`src/rtl/hcm_pkg.sv`:
```
// ----------------------------------------------------------------------------
// hcm_pkg
// Shared types, constants and the 3x3 majority vote for the HSV color mask
// with binary median filter.
// ----------------------------------------------------------------------------
package hcm_pkg;

    localparam int DEFAULT_MAX_WIDTH = 1024;

    localparam int DIV_STEPS = 9;

    localparam logic [1:0] PHASE_FIRST = 2'd0;
    localparam logic [1:0] PHASE_SECOND = 2'd1;
    localparam logic [1:0] PHASE_LATER = 2'd2;
    localparam logic [1:0] PHASE_DRAIN = 2'd3;

    localparam logic OP_PIXEL = 1'b0;
    localparam logic OP_FLUSH = 1'b1;

    localparam logic [2:0] REG_HUE_LOW = 3'd0;
    localparam logic [2:0] REG_HUE_HIGH = 3'd1;
    localparam logic [2:0] REG_SAT_MIN = 3'd2;
    localparam logic [2:0] REG_VAL_MIN = 3'd3;
    localparam logic [2:0] REG_PALE_SAT_MIN = 3'd4;
    localparam logic [2:0] REG_PALE_VAL_MIN = 3'd5;
    localparam logic [2:0] REG_CHANNEL_THRESHOLD = 3'd6;
    localparam logic [2:0] REG_FRAME_WIDTH = 3'd7;

    localparam logic [7:0] RST_HUE_LOW = 8'd20;
    localparam logic [7:0] RST_HUE_HIGH = 8'd40;
    localparam logic [7:0] RST_SAT_MIN = 8'd100;
    localparam logic [7:0] RST_VAL_MIN = 8'd100;
    localparam logic [7:0] RST_PALE_SAT_MIN = 8'd50;
    localparam logic [7:0] RST_PALE_VAL_MIN = 8'd200;
    localparam logic [7:0] RST_CHANNEL_THRESHOLD = 8'd25;
    localparam logic [10:0] RST_FRAME_WIDTH = 11'd640;

    localparam logic [8:0] HUE_WRAP = 9'd180;

    typedef struct packed {
        logic [7:0]  hue_low;
        logic [7:0]  hue_high;
        logic [7:0]  sat_min;
        logic [7:0]  val_min;
        logic [7:0]  pale_sat_min;
        logic [7:0]  pale_val_min;
        logic [7:0]  channel_threshold;
        logic [10:0] frame_width;
    } cfg_t;

    // At least five of nine per channel; bit t*3+ch of each column.
    function automatic logic [2:0] vote(input logic [8:0] c0, input logic [8:0] c1,
                                        input logic [8:0] c2);
        logic [2:0] res;
        logic [3:0] cnt;
        res = 3'b000;
        for (int ch = 0; ch < 3; ch++)
        begin
            cnt = 4'd0;
            for (int t = 0; t < 3; t++)
            begin
                cnt = cnt + 4'(c0[t*3+ch]) + 4'(c1[t*3+ch]) + 4'(c2[t*3+ch]);
            end
            res[ch] = (cnt >= 4'd5);
        end
        return res;
    endfunction

endpackage

```
`src/rtl/hcm_pixel.sv`:
```
// ----------------------------------------------------------------------------
// hcm_pixel
// BGR to HSV conversion and color mask. Saturation and hue quotients come
// from two restoring dividers that retire one quotient bit per cycle.
// ----------------------------------------------------------------------------
module hcm_pixel
(
    input  logic          clk,
    input  logic          rst_n,
    input  logic          start,
    input  logic [7:0]    blue,
    input  logic [7:0]    green,
    input  logic [7:0]    red,
    input  hcm_pkg::cfg_t cfg,
    output logic          done,
    output logic [2:0]    bits
);

    logic [7:0]  v, mn, d;
    logic signed [19:0] n_s;
    logic [17:0] num_h;
    logic [15:0] num_s;

    logic [7:0]  b_reg, g_reg, r_reg, v_reg, d_reg;
    logic [17:0] rem_h_reg, div_h_reg;
    logic [16:0] rem_s_reg, div_s_reg;
    logic [8:0]  q_h_reg, q_s_reg;
    logic [3:0]  cnt_reg;
    logic        busy_reg, done_reg;

    logic [8:0]  h;
    logic [7:0]  s;
    logic        pass;

    always_comb
    begin
        v = red;
        if (green > v) v = green;
        if (blue > v) v = blue;
        mn = red;
        if (green < mn) mn = green;
        if (blue < mn) mn = blue;
        d = v - mn;
        if (v == red)
            n_s = $signed({12'd0, green}) - $signed({12'd0, blue});
        else if (v == green)
            n_s = $signed({12'd0, blue}) - $signed({12'd0, red})
                  + $signed({11'd0, d, 1'b0});
        else
            n_s = $signed({12'd0, red}) - $signed({12'd0, green})
                  + $signed({10'd0, d, 2'b0});
        num_h = 18'(n_s * 20'sd60 + $signed({12'd0, d}) * 20'sd361);
        num_s = 16'(d) * 16'd255 + 16'(v >> 1);
    end

    always_ff @(posedge clk or negedge rst_n)
    begin
        if (!rst_n)
        begin
            busy_reg <= 1'b0;
            done_reg <= 1'b0;
            cnt_reg  <= 4'd0;
        end
        else if (start)
        begin
            busy_reg <= 1'b1;
            done_reg <= 1'b0;
            cnt_reg  <= 4'(hcm_pkg::DIV_STEPS);
        end
        else if (busy_reg)
        begin
            cnt_reg <= cnt_reg - 4'd1;
            if (cnt_reg == 4'd1)
            begin
                busy_reg <= 1'b0;
                done_reg <= 1'b1;
            end
        end
    end

    always_ff @(posedge clk)
    begin
        if (start)
        begin
            b_reg     <= blue;
            g_reg     <= green;
            r_reg     <= red;
            v_reg     <= v;
            d_reg     <= d;
            rem_h_reg <= num_h;
            div_h_reg <= {1'b0, d, 9'd0};
            rem_s_reg <= {1'b0, num_s};
            div_s_reg <= {1'b0, v, 8'd0};
            q_h_reg   <= 9'd0;
            q_s_reg   <= 9'd0;
        end
        else if (busy_reg)
        begin
            if (rem_h_reg >= div_h_reg)
            begin
                rem_h_reg <= rem_h_reg - div_h_reg;
                q_h_reg   <= {q_h_reg[7:0], 1'b1};
            end
            else
            begin
                q_h_reg <= {q_h_reg[7:0], 1'b0};
            end
            if (rem_s_reg >= div_s_reg)
            begin
                rem_s_reg <= rem_s_reg - div_s_reg;
                q_s_reg   <= {q_s_reg[7:0], 1'b1};
            end
            else
            begin
                q_s_reg <= {q_s_reg[7:0], 1'b0};
            end
            div_h_reg <= div_h_reg >> 1;
            div_s_reg <= div_s_reg >> 1;
        end
    end

    // num_h holds 60*num + 361*d; divisor 2*d.
    always_comb
    begin
        if (d_reg == 8'd0)
            h = 9'd0;
        else if (q_h_reg >= hcm_pkg::HUE_WRAP)
            h = q_h_reg - hcm_pkg::HUE_WRAP;
        else
            h = q_h_reg;
        s = (v_reg == 8'd0) ? 8'd0 : q_s_reg[7:0];
        pass = (h >= {1'b0, cfg.hue_low}) && (h <= {1'b0, cfg.hue_high}) &&
               (((s >= cfg.sat_min) && (v_reg >= cfg.val_min)) ||
                ((s >= cfg.pale_sat_min) && (v_reg >= cfg.pale_val_min)));
        bits = pass ? {r_reg > cfg.channel_threshold, g_reg > cfg.channel_threshold,
                       b_reg > cfg.channel_threshold} : 3'b000;
    end

    assign done = done_reg;

endmodule

```
`config.mk`:
```
export PLATFORM = sky130hd
export DESIGN_NAME = hcm_pixel
export DESIGN_NICKNAME = d
export VERILOG_FILES = /design/src/rtl/hcm_pkg.sv /design/src/rtl/hcm_pixel.sv
export SDC_FILE = /design/constraint.sdc
export NUM_CORES = 1
export LEC_CHECK = 0
export ABC_CLOCK_PERIOD_IN_PS = 5550
export BUFFER_PORTS_ARGS = -buffer_cell sky130_fd_sc_hd__buf_4
export CORE_MARGIN = 1
export CORE_UTILIZATION = 34
export CTS_CLUSTER_SIZE = 10
export DETAILED_ROUTE_END_ITERATION = 6
export PLACE_DENSITY = 0.59
export SYNTH_ARGS = -nofsm -noshare
export SYNTH_HDL_FRONTEND = slang
export SYNTH_SLANG_ARGS = --single-unit
```
`constraint.sdc`:
```
create_clock -name clk -period 5.55 [get_ports clk]
set_input_delay 1.11 -clock clk [delete_from_list [all_inputs] [get_ports clk]]
set_output_delay 1.11 -clock clk [all_outputs]
set_load 0.005 [all_outputs]
```
==> impl_metrics.tcl <==
set metrics [dict create \
    outcome "finished, violations left" \
    violations "setup timing" \
    die_height_um 222 \
    cp_max_fo 6 \
    min_path_type "in -> async" \
    syn_area_per_cell_sq_um 8.84 \
    synth_cell_types 88 \
    first_iter_violations 676 \
    drc 0 \
    slew_viol_final 0 \
    cts.sinks 131 \
    gp_congestion 0.940 \
    drt-total-wl_mm 48.5 \
    synthCells 1862 \
    cts_made_buffers 17 \
    synth_top_cell_area_share_pct 21.9 \
    track_usage_pct 19.6 \
    synth.cell_area_sq_um 16500 \
    synth_edf_count 90 \
    first_pass_iters 5 \
    grt_setup_unrepaired "true" \
    start_util_pct 34.5 \
    antenna_found_initial 1 \
    num_rows 80 \
    avgRoutedWirePerCell_um 16.2 \
    crit_slowest_cell "fa_1" \
    required_ps 5730 \
    ys_ff_latch 131 \
    synth_top_area_cell "ha_1" \
    dieArea_sq_um 49300 \
    setup_violations 34 \
    max-clock-path-buffers 2 \
    nets 2825 \
    fin_crit_sh_pct 180 \
    ant_nets 0 \
    cts_tree "done" \
    cp_common_cell "ha_4" \
    setup_ws_ps -4430 \
    overflow 0 \
    pre_cts_ws_ps -5110 \
    place_hpwl_mm 38.8 \
    ys_top_cells_by_area "ha_1 22%, edfxtp_1 16%, fa_1 9.1%" \
    async_flop_share_pct 4.58 \
    cpPeakStageDelay_ps 540 \
    critPathLaunch "green[7]" \
    drive_gt1_share_pct 35.3 \
    r2r_start "div_s_reg[1]$_SDFFE_PP0P_" \
    grt_pass1_vias 15200 \
    fillers 4297 \
    insertion_delay_ps 440 \
    startpoint_type "input port" \
    grt_first_pass_wirelength_mm 76.8 \
    post-route-min-period_ps 9980 \
    core_area_sq_um 47700 \
    drv_cap 0 \
    hold_ws_ps 475 \
    clock.fmax_mhz 100 \
    critical_path_class "in -> reg" \
    cp.arrival_ps 10160 \
    vias_per_cell 4.95 \
    die_w_um 222 \
    htreeDepth 4 \
    setup_tns_ps -88640 \
    vias 14800 \
    ctsHoldBuffers 0 \
    yosysWarnings 0 \
    crit_path_end_kind "register" \
    cts_root_buf "clkbuf_16" \
    clock_skew_ps 9.17 \
    synthFlopType "edfxtp_1" \
    io_buffers 86 \
    synth-seq-area-share_pct 21.6 \
    grt_max_degree 67 \
    area_growth_syn_to_layout_pct 43.9 \
    path_clk_slew_ps 60 \
    worst_pin_slew_ps 805 \
    hold_violations 0 \
    largest_reg_flops 18 \
    io_pins 98 \
    synth_nets 2319 \
    final_core_util_pct 49.6 \
    max_slew_margin_pct 46.3 \
]
## final timing paths
| check | endpoint | slack, ps | cells past startpoint |
|---|---|---|---|
| max | rem_h_reg[17]$_DFFE_PP_ | -4430 | 47 |
| min | cnt_reg[3]$_DFFE_PN0P_ | 480 | 1 |
| max reg2reg | rem_s_reg[5]$_DFFE_PP_ | 900 | 18 |
| min reg2reg | q_s_reg[7]$_SDFFE_PP0P_ | 500 | 2 |
| max in group asynchronous | busy_reg$_DFF_PN0_ | 4950 | 1 |
| min in group clk | q_s_reg[7]$_SDFFE_PP0P_ | 500 | 2 |
## synthesized netlist by cell type, drive strengths merged (20+ instances only)
library cell  count
inv             308
ha              288
a21oi           129
nor2            127
o21ai           112
nand2            95
edfxtp           90
xnor2            88
fa               75
a21o             57
mux2i            46
nand2b           40
nor2b            36
xor2             36
dfxtp            35
clkbuf           25
nor3             21
nand3            20
nand4            20
## layout by cell type (no fill, tap or decap), types with 35 or more instances in the layout
cell        n
edfxtp_1   90
a21o_1     55
ha_1      235
nand2b_1   37
mux2i_1    43
a21oi_1    84
xnor2_1    67
nand2_1    84
ha_4       52
inv_1     274
nor2_1    105
fa_1       68
dfxtp_1    35
buf_4     460
o21ai_0    69
buf_6      46
## critical path, delay by kind of cell
family / cells / cell delay [ps]
simple gates: 11 / 1910
compound gates: 16 / 2490
xor+xnor: 4 / 700
buf+inv: 5 / 480
fa+ha+maj: 11 / 3420
## kinds of logic after synthesis
logic type	after synthesis	share of synthesized area, %
flip-flops	131	21.6
AND/OR/NAND/NOR	423	12.8
multiplexers	53	3.28
buffers and inverters	342	7.85
adder cells (fa/ha/maj)	364	31.1
AO/OA/AOI/OAI	424	16.7
XOR/XNOR	125	6.73
## stage by stage
step / std cells / area [sq um]
2_1_floorplan: 1862 / 17000
3_3_place_gp: 2891 / 21000
4_1_cts: 2959 / 22600
5_1_grt: 2995 / 23700
3_5_place_dp: 2891 / 21000
6_report: 2996 / 23700
## timing repair
| item | in CTS | in global routing |
|---|---|---|
| setup buffers | 37 | 39 |
| pin swaps | 66 | 86 |
| endpoints found under the setup margin | 36 | 39 |
| gates resized for setup | 169 | 162 |
| cloned | 0 | 2 |
## layer usage
layer / routed length (um) / GRT usage, %
met1: 21900 / 24.6
met2: 23700 / 34.2
met3: 1720 / 3.38
met4: 1140 / 6.05
met5: 0 / 0
## final cells by class
type,count,area (sq um),share of cell area (%)
Multi-Input combinational cell,1390,13400,56.7
Timing Repair Buffer,519,4210,17.8
Sequential cell,131,3550,15.0
Inverter,309,1190,5.01
Tap cell,615,769,3.25
Clock buffer,18,429,1.81
Clock inverter,13,111,0.470
Antenna cell,1,2.50,0.0106
Power is not shown: default switching activity piles up to over one toggle a cycle in this logic, so the estimate is an artifact.
